--- config.mk ---
export PLATFORM = sky130hd
export DESIGN_NAME = ichist_lane
export DESIGN_NICKNAME = d
export VERILOG_FILES = /design/src/rtl/ichist_pkg.sv /design/src/rtl/ichist_lane.sv
export SDC_FILE = /design/constraint.sdc
export NUM_CORES = 1
export LEC_CHECK = 0
export BUFFER_PORTS_ARGS = -buffer_cell sky130_fd_sc_hd__buf_2
export CORE_AREA = 2 2 250 277
export DETAILED_ROUTE_END_ITERATION = 16
export DIE_AREA = 0 0 252 279
export GPL_TIMING_DRIVEN = 0
export PLACE_DENSITY = 0.79
export SETUP_SLACK_MARGIN = 0.2
export SKIP_CTS_REPAIR_TIMING = 1
export SKIP_LAST_GASP = 1
export SYNTH_ARGS = -nofsm -noshare
export SYNTH_HDL_FRONTEND = slang
export SYNTH_SLANG_ARGS = --single-unit
--- constraint.sdc ---
create_clock -name clk -period 6.1 [get_ports clk]
set_input_delay 0.915 -clock clk [delete_from_list [all_inputs] [get_ports clk]]
set_output_delay 0.915 -clock clk [all_outputs]
set_load 0.03 [all_outputs]
--- src/rtl/ichist_pkg.sv ---
// shared constants, types and helpers for the isovalue cell span histogram
// no dependencies; used by ichist_lane, ichist_merge and the top level
`timescale 1ns / 1ps

package ichist_pkg;

  localparam int DEF_BIN_COUNT   = 256;
  localparam int DEF_COUNT_WIDTH = 32;

  // bins are interleaved over the lanes: bin = row * LANES + lane
  localparam int LANES     = 8;
  localparam int LANE_W    = 3;
  localparam int CORNERS   = 8;
  localparam int VOXEL_W   = 8;
  localparam int OUT_W     = 32;
  // enough row bits for the largest supported bin count
  localparam int ROW_MAX_W = 9;

  typedef enum logic [1:0] {
    OP_CLEAR = 2'd0,
    OP_ACCUM = 2'd1,
    OP_READ  = 2'd2,
    OP_NOP   = 2'd3
  } op_t;

  typedef enum logic [2:0] {
    S_CLR,
    S_IDLE,
    S_SETUP,
    S_SWEEP,
    S_RD,
    S_RDW,
    S_DRAIN,
    S_FIN
  } state_t;

  typedef logic [VOXEL_W-1:0] voxel_t;
  typedef logic [CORNERS-1:0][VOXEL_W-1:0] cell_t;

  // row update travelling from the sequencer to every lane
  typedef struct packed {
    logic                 valid;
    logic                 clear;
    logic [ROW_MAX_W-1:0] row;
  } upd_t;

  function automatic voxel_t cell_min(input cell_t c);
    voxel_t m;
    m = c[0];
    for (int i = 1; i < CORNERS; i++) begin
      if (c[i] < m) m = c[i];
    end
    return m;
  endfunction

  function automatic voxel_t cell_max(input cell_t c);
    voxel_t m;
    m = c[0];
    for (int i = 1; i < CORNERS; i++) begin
      if (c[i] > m) m = c[i];
    end
    return m;
  endfunction

endpackage

--- src/rtl/ichist_lane.sv ---
// one histogram lane: a bank of bin counters with read-modify-write update
// depends on ichist_pkg
`timescale 1ns / 1ps

module ichist_lane #(
  parameter int BIN_COUNT   = ichist_pkg::DEF_BIN_COUNT,
  parameter int COUNT_WIDTH = ichist_pkg::DEF_COUNT_WIDTH,
  parameter int LANE_ID     = 0,
  localparam int ROWS  = (BIN_COUNT + ichist_pkg::LANES - 1) / ichist_pkg::LANES,
  localparam int ROW_W = (ROWS > 1) ? $clog2(ROWS) : 1
) (
  input  logic                          clk,
  input  logic [ROW_W-1:0]              rd_row,
  input  ichist_pkg::upd_t              upd,
  input  ichist_pkg::voxel_t            span_lo,
  input  ichist_pkg::voxel_t            span_hi,
  output logic [COUNT_WIDTH-1:0]        rd_data,
  output logic [COUNT_WIDTH-1:0]        cand
);

  localparam int LW    = ichist_pkg::LANE_W;
  localparam int VW    = ichist_pkg::VOXEL_W;
  localparam int BIN_W = ROW_W + LW;
  localparam int CMP_W = ((BIN_W > VW) ? BIN_W : VW) + 1;

  logic [COUNT_WIDTH-1:0] mem [ROWS];
  logic [ROW_W-1:0]       wr_row;
  logic [CMP_W-1:0]       bin;
  logic                   in_span;
  logic [COUNT_WIDTH-1:0] bumped;

  assign wr_row = upd.row[ROW_W-1:0];
  assign bin    = CMP_W'({wr_row, LW'(LANE_ID)});

  assign in_span = upd.valid && !upd.clear &&
                   (bin >= CMP_W'(span_lo)) && (bin <= CMP_W'(span_hi)) &&
                   (bin < CMP_W'(BIN_COUNT));

  // saturating increment
  assign bumped = (&rd_data) ? rd_data : rd_data + 1'b1;

  always_ff @(posedge clk) begin
    rd_data <= mem[rd_row];
    if (upd.valid && upd.clear) begin
      mem[wr_row] <= '0;
    end else if (in_span) begin
      mem[wr_row] <= bumped;
    end
  end

  // bin 0 never takes part in the peak
  always_ff @(posedge clk) begin
    cand <= (in_span && (bin != '0)) ? bumped : '0;
  end

endmodule

==> impl_metrics.ini <==
[run_status]
status = complete, but fails checks
violations = max-capacitance violations, max-slew violations

[sta]
max_freq_mhz = 241
min_period_over_period_pct = 68.0
report.final.slew_viol_count = 6
fin_worst_skew_ns = 0.0225
relSlewSlack_pct = -8.84
layout_min_cycle_time_ns = 4.15
hold_viol_final = 0
setup_viol = 0
rsz0062_at_grt = no
worstMarginPinSlew_ns = 1.62

[clock_tree]
clkTransAtPathRegs_ns = 0.06
htreeDepth = 3
cts.sinks = 1088
numCtsBuffers = 96
cts_tree = done
clock_latency_ns = 0.67
cts_max_path_buffers = 3
cts_root_buf = clkbuf_16

[pwr]
p_leak_nw = 15.8
peakVddDrop_v = 0.000239
power_density_nw_per_um2 = 324

[grt]
grt-ovfl-total = 0
grt_pass1_vias = 23000
antenna_found_initial = 3
grt_start_max_net_pins = 33
grt_use_total_pct = 30.8
grt_pass1_wl_mm = 154

[layout]
syn_to_final_growth_pct = 15.7
ff_latch_area_um2 = 32000
final_core_util_pct = 71.4
multi_input_area_um2 = 9310
diodes = 0
drive_gt1_share_pct = 30.4
fillers = 3573
instances_no_fill = 3131
nets = 2225

[synthesis]
async_flop_share_pct = 0
synth_edf_count = 1024
synthDominantCellAreaShare_pct = 74.0
synth_commonest_cells = edfxtp_1, mux4_2, nor2_1
syn_nets = 1964
synth.area.top_cells = edfxtp_1, mux4_2, dfxtp_1
ys_seq_area_share_pct = 77.1
yosysMostFrequentCell = edfxtp_1
yosys_warnings = 0
synthCells = 1920
synth_cell_type_count = 52
synth-seq-cells = 1088
synth_top_area_cell = edfxtp_1
syn_area_um2 = 41500
ys.flop_type = edfxtp_1
avgSynthCellArea_um2 = 21.6

[route]
ant_nets = 0
num_vias = 22000
dr.pass1.iters = 6
avgRoutedWirePerCell_um = 33.9
routed_via_density = 7.03
drc = 0
drtIter0Drc = 2917
postRouteWirelength_mm = 106

[worst_setup_path]
arrival_ns = 4.50
slowest_delay_ns = 0.93
crit_family = simple AND/OR/NAND/NOR gates
crit_path_frequent_cell = buf_6
critPathCaptureType = flop
cp_max_fo = 10
path_buf_inv = 3
crit_chain = buf_2 -> ha_1 -> nand4_1 -> or4_1 -> a221oi_2 -> nor2_1 -> nor3_2 -> buf_6 -> buf_6
critPathSlowestCell = nor3_2
cp.required_ns = 6.45
startpoint_type = input pin
path_class = input pin to flop

[floorplanning]
die_w_um = 252
die_h_um = 279
core-area_um2 = 67300
initial_core_util_pct = 61.7
dieArea_um2 = 70300
io_pins = 97
rows = 100

[placed_design]
routabilityCongestion = 0.900
dp.cells = 2950
io_buffers = 88
dp_hpwl_mm = 67.4

[run]
max-cap-violations = 1

[min_path]
min_path_type = flop to flop
[tightest hold or removal path, cell delays in order, from the launching register on]
cell	delay (ns)
dfxtp_1	0.35
xnor2_1	0.16
nor2_1	0.10
[registers in the layout (all words and copies together), names as in the netlist]
signal and flops:
cand 32, mem 1024, rd_data 32
[report_power, final]
group	leakage [nW]	internal [W]	total, W	switching [W]
combinational	4.10	0.000319	0.000882	0.000563
clock	1.62	0.00375	0.00645	0.00269
sequential	10.1	0.00818	0.00825	0.0000718
total	15.8	0.0122	0.0156	0.00333
[through the flow]
step                cell area, µm²  power (W)  hold WS [ns]  setup TNS (ns)  setup slack (ns)
CTS                          48100     0.0156         0.650               0              2.05
finish                       48100     0.0156         0.649               0              1.95
global placement             43100    0.00917         0.610         -378.65             -1.70
global route                 48100     0.0159         0.683               0              1.86
detailed placement           44700    0.00925         0.631               0              1.43
floorplan                    41500    0.00891         0.653               0             0.951
[layer usage]
| layer | global-route usage, % | routed length (µm) | up-vias |
|---|---|---|---|
| met5 | 0 | 29 | - |
| met1 | 38.0 | 35400 | 11400 |
| met3 | 5.58 | 10100 | 384 |
| met4 | 13.3 | 4730 | 4 |
| li1 | - | - | 8623 |
| met2 | 53.7 | 55700 | 1585 |
[logic make-up (layout without fill, tap and decap cells)]
kind of cell,after synthesis,count (layout),share of synthesized area [%]
AOI/OAI and AO/OA,168,168,3.10
DFF,1088,1088,77.1
adders and majority gates,11,11,0.331
xor gates and xnor gates,27,27,0.569
muxes,321,321,15.4
and+or+nand+nor,183,183,2.21
buffers and inverters,122,466,1.26
[placed cells by master, fill, tap and decap left out, drive strengths merged, types with 8 or more instances in the layout]
cell type | Yosys | layout
nor2 | 92 | 92
a21oi | 41 | 41
xnor2 | 22 | 22
bufinv | 0 | 15
nor3 | 9 | 9
buf | 50 | 213
a22o | 32 | 32
ha | 11 | 11
a221oi | 33 | 33
clkinv | 0 | 28
mux4 | 256 | 256
nand2 | 14 | 14
mux2i | 65 | 65
nand4 | 13 | 13
a2111oi | 9 | 9
dfxtp | 64 | 64
a22oi | 32 | 32
nand3 | 15 | 15
edfxtp | 1024 | 1024
and4 | 8 | 8
inv | 12 | 15
clkbuf | 60 | 188
[final timing paths]
| kind | start | endpoint | slack (ns) | depth (start not counted) |
|---|---|---|---|---|
| min reg2reg | rd_data[27] | cand[27] | 0.65 | 2 |
| max reg2reg | rd_data[0] | mem[19][1] | 2.28 | 7 |
| max | upd[4] | mem[7][8] | 1.95 | 9 |
| min | rd_data[27] | cand[27] | 0.65 | 2 |
[cell type report]
type,count,share of cell area (%)
Timing Repair Buffer,163,3.66
Clock buffer,128,5.62
Buffer,110,0.994
Clock inverter,53,1.36
Sequential cell,1088,66.6
Multi-Input combinational cell,710,19.4
Tap cell,867,2.26
Inverter,12,0.0937
Note: power is estimated with default switching activity, not from simulation.
