### config.mk
export PLATFORM = sky130hd
export DESIGN_NAME = ichist_merge
export DESIGN_NICKNAME = d
export VERILOG_FILES = /design/src/rtl/ichist_pkg.sv /design/src/rtl/ichist_merge.sv
export SDC_FILE = /design/constraint.sdc
export NUM_CORES = 1
export LEC_CHECK = 0
export BUFFER_PORTS_ARGS = -buffer_cell sky130_fd_sc_hd__clkbuf_2
export CAP_MARGIN = 10
export CORE_ASPECT_RATIO = 0.9
export CORE_UTILIZATION = 45
export DETAILED_ROUTE_END_ITERATION = 10
export PLACE_DENSITY = 0.66
export SLEW_MARGIN = 20
export SYNTH_ARGS = -nofsm -noshare
export SYNTH_HDL_FRONTEND = slang
export SYNTH_SLANG_ARGS = --single-unit
export TNS_END_PERCENT = 100
### constraint.sdc
create_clock -name clk -period 5.2 [get_ports clk]
set_input_delay 0.52 -clock clk [delete_from_list [all_inputs] [get_ports clk]]
set_output_delay 0.52 -clock clk [all_outputs]
set_load 0.01 [all_outputs]
### src/rtl/ichist_pkg.sv
// shared constants, types and helpers for the isovalue cell span histogram
// no dependencies; used by ichist_lane, ichist_merge and the top level
`timescale 1ns / 1ps

package ichist_pkg;

  localparam int DEF_BIN_COUNT   = 256;
  localparam int DEF_COUNT_WIDTH = 32;

  // bins are interleaved over the lanes: bin = row * LANES + lane
  localparam int LANES     = 8;
  localparam int LANE_W    = 3;
  localparam int CORNERS   = 8;
  localparam int VOXEL_W   = 8;
  localparam int OUT_W     = 32;
  // enough row bits for the largest supported bin count
  localparam int ROW_MAX_W = 9;

  typedef enum logic [1:0] {
    OP_CLEAR = 2'd0,
    OP_ACCUM = 2'd1,
    OP_READ  = 2'd2,
    OP_NOP   = 2'd3
  } op_t;

  typedef enum logic [2:0] {
    S_CLR,
    S_IDLE,
    S_SETUP,
    S_SWEEP,
    S_RD,
    S_RDW,
    S_DRAIN,
    S_FIN
  } state_t;

  typedef logic [VOXEL_W-1:0] voxel_t;
  typedef logic [CORNERS-1:0][VOXEL_W-1:0] cell_t;

  // row update travelling from the sequencer to every lane
  typedef struct packed {
    logic                 valid;
    logic                 clear;
    logic [ROW_MAX_W-1:0] row;
  } upd_t;

  function automatic voxel_t cell_min(input cell_t c);
    voxel_t m;
    m = c[0];
    for (int i = 1; i < CORNERS; i++) begin
      if (c[i] < m) m = c[i];
    end
    return m;
  endfunction

  function automatic voxel_t cell_max(input cell_t c);
    voxel_t m;
    m = c[0];
    for (int i = 1; i < CORNERS; i++) begin
      if (c[i] > m) m = c[i];
    end
    return m;
  endfunction

endpackage

### src/rtl/ichist_merge.sv
// merging stage: registered max tree over the lane candidates and the peak register
// depends on ichist_pkg
`timescale 1ns / 1ps

module ichist_merge #(
  parameter int COUNT_WIDTH = ichist_pkg::DEF_COUNT_WIDTH
) (
  input  logic                   clk,
  input  logic                   rst,
  input  logic                   in_valid,
  input  logic                   clear,
  input  logic [COUNT_WIDTH-1:0] cand [ichist_pkg::LANES],
  output logic [COUNT_WIDTH-1:0] peak,
  output logic                   busy
);

  localparam int L   = ichist_pkg::LANES;
  localparam int LVL = $clog2(L);

  logic [COUNT_WIDTH-1:0] node [1:L-1];
  logic [LVL-1:0]         vpipe;

  // heap layout: node i takes children 2i and 2i+1, leaves are the lane inputs
  for (genvar i = 1; i < L; i++) begin : g_node
    logic [COUNT_WIDTH-1:0] a;
    logic [COUNT_WIDTH-1:0] b;
    if (2 * i >= L) begin : g_leaf
      assign a = cand[2 * i - L];
      assign b = cand[2 * i + 1 - L];
    end else begin : g_inner
      assign a = node[2 * i];
      assign b = node[2 * i + 1];
    end
    always_ff @(posedge clk) begin
      node[i] <= (a > b) ? a : b;
    end
  end

  always_ff @(posedge clk) begin
    if (rst) begin
      vpipe <= '0;
    end else begin
      vpipe <= LVL'({vpipe, in_valid});
    end
  end

  always_ff @(posedge clk) begin
    if (rst || clear) begin
      peak <= '0;
    end else if (vpipe[LVL-1] && (node[1] > peak)) begin
      peak <= node[1];
    end
  end

  assign busy = in_valid || (|vpipe);

endmodule

==> reports/summary.txt <==
PLACE
------------------------------------------------------------------------------------
Pre-CTS setup slack                                                          1.19 ns
Cell Area, Placed                                                          17000 µm²
Post-detail-place hpwl                                                       30.4 mm
Weighted congestion at the end of routability-driven global placement          0.867
Count of buffers inserted at the top-level ports                                 292
Total instance count after detailed placement                                   2207

TIMING
------------------------------------------------------------------------------------
Final worst slack                                                            1.83 ns
Fin Setup TNS                                                                   0 ns
Hold Slack                                                                  0.206 ns
Fin crit share                                                                 0.648
Crit path time final                                                         3.37 ns
Actual transition at the worst max-transition pin                            1.09 ns
RSZ-0062 raised after global routing                                           false
Max Clock Freq                                                               297 MHz
Number of max-slew violations in the final report                                  0
Number of setup violations in the final report                                     0
Final clock skew                                                           0.0144 ns
Relative slew slack                                                            0.272
Final hold vios                                                                    0

CLOCK NETWORK
------------------------------------------------------------------------------------
CTS sink cnt                                                                     259
Bufs on Longest Clock Path                                                         3
Number of H-tree branching levels                                                  1
Resized Gates After CTS                                                            0
Post-CTS Setup Bufs                                                                0
Worst-path clk slew                                                          0.06 ns
TritonCTS clock tree                                                             yes
CTS root buf                                                            sky130_fd_sc_hd__clkbuf_16
Worst skew pair latency                                                      0.55 ns
Clock buffers created by TritonCTS                                                29
Cts-stage hold buffer count                                                        0

MIN PATH
------------------------------------------------------------------------------------
Worst hold start                                                             cand[3]
Worst hold path type                                                       in -> reg
Hold depth                                                                         2
Hold EP                                                                  node[1][99]

CRITICAL PATH
------------------------------------------------------------------------------------
Startpoint of the most critical register-to-register path                node[1][62]
Top cell by count, worst path                                           sky130_fd_sc_hd__nand4_1
Minimum setup slack among reg-to-reg paths                                   1.83 ns
Cells along the critical path                                           inv_1 > ha_1 > nand4_1 > nor4_1 > nand4_1 > o31a_1 > a31oi_4 > buf_16 > mux2_2
Setup Crit Path Kind                                                      reg -> reg
Standard cell with the maximum stage delay on the critical path         sky130_fd_sc_hd__nor4_1
Buffers & Inverters on Critical Path                                               2
R2R depth                                                                          9
R2r endpoint                                                             node[0][89]
Startpoint type of the worst setup path                                     register
Data arrival at the endpoint of the critical path                            3.79 ns
Kind of cell adding the most delay to the critical path                 simple AND/OR/NAND/NOR gates
Delay contributed by the slowest stage of the critical path                  0.72 ns
Maximum fanout encountered on the critical timing path                            17
Required time of the worst setup path                                        5.62 ns
Element type at the critical path end                                       register

LOGIC SYNTHESIS
------------------------------------------------------------------------------------
Unique masters post-synth                                                         45
Synthesized instance count                                                      1519
Library cell occupying the most area in the post-synthesis netlist      sky130_fd_sc_hd__dfxtp_1
Ys async rst share                                                                 0
Sequential cell area fraction in the yosys report                              0.340
Top FF cell, synth                                                      sky130_fd_sc_hd__dfxtp_1
Most common cell in the netlist                                         sky130_fd_sc_hd__dfxtp_1
Post-synthesis average cell area                                            10.0 µm²
Commonest cells post-synth                                              259 x sky130_fd_sc_hd__dfxtp_1, 256 x sky130_fd_sc_hd__ha_1, 256 x sky130_fd_sc_hd__inv_1
Synth Net Count                                                                 2035
Area share of the leading cell type in the synthesized netlist                 0.340
Number of flops mapped to enable cells by yosys                                    0
Yosys synthesis warning count                                                      0
Syn Std Cell Area                                                          15200 µm²
Cell types with the largest area share after synthesis                  sky130_fd_sc_hd__dfxtp_1 34%, sky130_fd_sc_hd__ha_1 21%, sky130_fd_sc_hd__mux2_2 13%, sky130_fd_sc_hd__inv_1 6.3%, sky130_fd_sc_hd__a21oi_1 3.1%
Number of register bits inferred by synthesis                                    259

DIE
------------------------------------------------------------------------------------
Vertical extent of the die                                                    177 µm
Die Footprint                                                              34600 µm²
Area of the core                                                           33100 µm²
Width of the die                                                              196 µm
Initial core utilization                                                       0.461
Row cnt                                                                           63
Top-Level Pins                                                                   293

CELLS AND AREA
------------------------------------------------------------------------------------
Total number of nets in the final design                                        2336
Post-route cell area                                                       18100 µm²
Fraction of layout instances using a drive strength above 1                    0.308
Final antenna diode count                                                          0
Post-layout instance count excluding filler cells                               2264
Relative area change from synthesis to final layout                            18.7%

DRT
------------------------------------------------------------------------------------
Count of antenna-violating nets left after detailed routing                        0
Starting DRC count in detailed routing                                           405
Remaining routing DRC violations                                                   0
Total number of vias                                                           11600
First-pass iteration count of the detailed router                                  5
Total wirelength of the detailed-routed design                               36.8 mm
Mean number of vias per cell                                                    5.12
Detail-routed net length per standard cell                                   16.3 µm

GLOBAL ROUTING
------------------------------------------------------------------------------------
Via count of the first global-routing pass                                     11700
Maximum number of pins on one net before global-route repair                      65
Remaining global-route overflow                                                    0
Overall global routing resource usage                                          0.212
Global-route wire length before repair                                       58.2 mm
Number of antenna violations at the first check in global routing                  0

POWER
------------------------------------------------------------------------------------
Worst vdd ir                                                              0.000257 V
Leak                                                                         9.09 nW
Power density of the placed cells                                         374 nW/µm²

JOB
------------------------------------------------------------------------------------
Number of max-capacitance violations reported                                      0

STATUS
------------------------------------------------------------------------------------
Status                                                                  finished, final reports clean

-- cell type report --
cell class / instances / area, µm²
clock inverter: 8 / 97.6
fill: 3064 / 15000
sequential: 259 / 5180
multi-input combinational: 974 / 8850
timing repair buffer: 300 / 1600
clock buffer: 45 / 876
inverter: 256 / 961
tap: 422 / 528
-- metal layers --
layer,vias up,wire [µm],share of wire,GRT usage
li1,5941,-,-,-
met1,5392,17200,0.47,0.280
met2,211,17400,0.47,0.366
met3,51,1360,0.037,0.0280
met4,0,783,0.021,0.0488
met5,-,0,0,0
-- logic make-up (layout without fill, tap and decap cells) --
kind of cell             Yosys count  after routing  share of synthesized area
buffers and inverters            286            609                     0.0812
AND/OR/NAND/NOR                  261            261                     0.0873
flip-flops                       259            259                      0.340
adder cells (fa/ha/maj)          256            256                      0.210
multiplexers                     256            256                      0.194
AO/OA/AOI/OAI                    201            201                     0.0875
-- worst max path at each step --
| stage | start | end | slack [ns] | cells after the start |
|---|---|---|---|---|
| floorplan | cand[159] | node[1][53] | 2.59 | 9 |
| global placement | cand[31] | node[1][122] | 1.27 | 9 |
| detailed placement | cand[30] | node[1][127] | 1.19 | 9 |
| CTS | node[0][123] | node[0][47] | 1.66 | 8 |
| global route | node[1][62] | node[0][89] | 1.59 | 9 |
| finish | node[1][62] | node[0][89] | 1.83 | 9 |
-- cell usage in the layout, fill, tap and decap left out, types with 8 or more instances in the layout --
master,n
sky130_fd_sc_hd__clkbuf_2,292
sky130_fd_sc_hd__dfxtp_1,259
sky130_fd_sc_hd__inv_1,256
sky130_fd_sc_hd__ha_1,256
sky130_fd_sc_hd__mux2_2,180
sky130_fd_sc_hd__a21oi_1,94
sky130_fd_sc_hd__nand2_1,93
sky130_fd_sc_hd__nand4_1,62
sky130_fd_sc_hd__nand3_1,39
sky130_fd_sc_hd__a21o_1,38
sky130_fd_sc_hd__mux2i_1,32
sky130_fd_sc_hd__mux2_4,30
sky130_fd_sc_hd__clkbuf_16,29
sky130_fd_sc_hd__o21ai_0,20
sky130_fd_sc_hd__mux2_1,14
sky130_fd_sc_hd__nor2_1,13
sky130_fd_sc_hd__nor2b_1,11
sky130_fd_sc_hd__nor3_1,10
sky130_fd_sc_hd__and2_1,10
sky130_fd_sc_hd__clkbuf_8,9
sky130_fd_sc_hd__nor4_1,8
sky130_fd_sc_hd__a221o_1,8
-- through the flow --
stage	total power, mW	utilization
after floorplan	4.15	-
after global placement	4.63	0.514
after detailed placement	4.69	0.514
after CTS	6.81	0.543
after global routing	7.22	0.547
final	6.77	0.547
-- power by group --
group / internal, mW / switching, mW / leakage, nW
sequential: 2.39 / 0.251 / 2.17
clock: 1.25 / 0.820 / 0.483
combinational: 1.09 / 0.972 / 6.44
-- flip-flops by register name, summed over array words and instances (netlist names) --
name / count
vpipe: 3
node: 224
peak: 32
No activity file was read; power rests on OpenSTA's default activity.
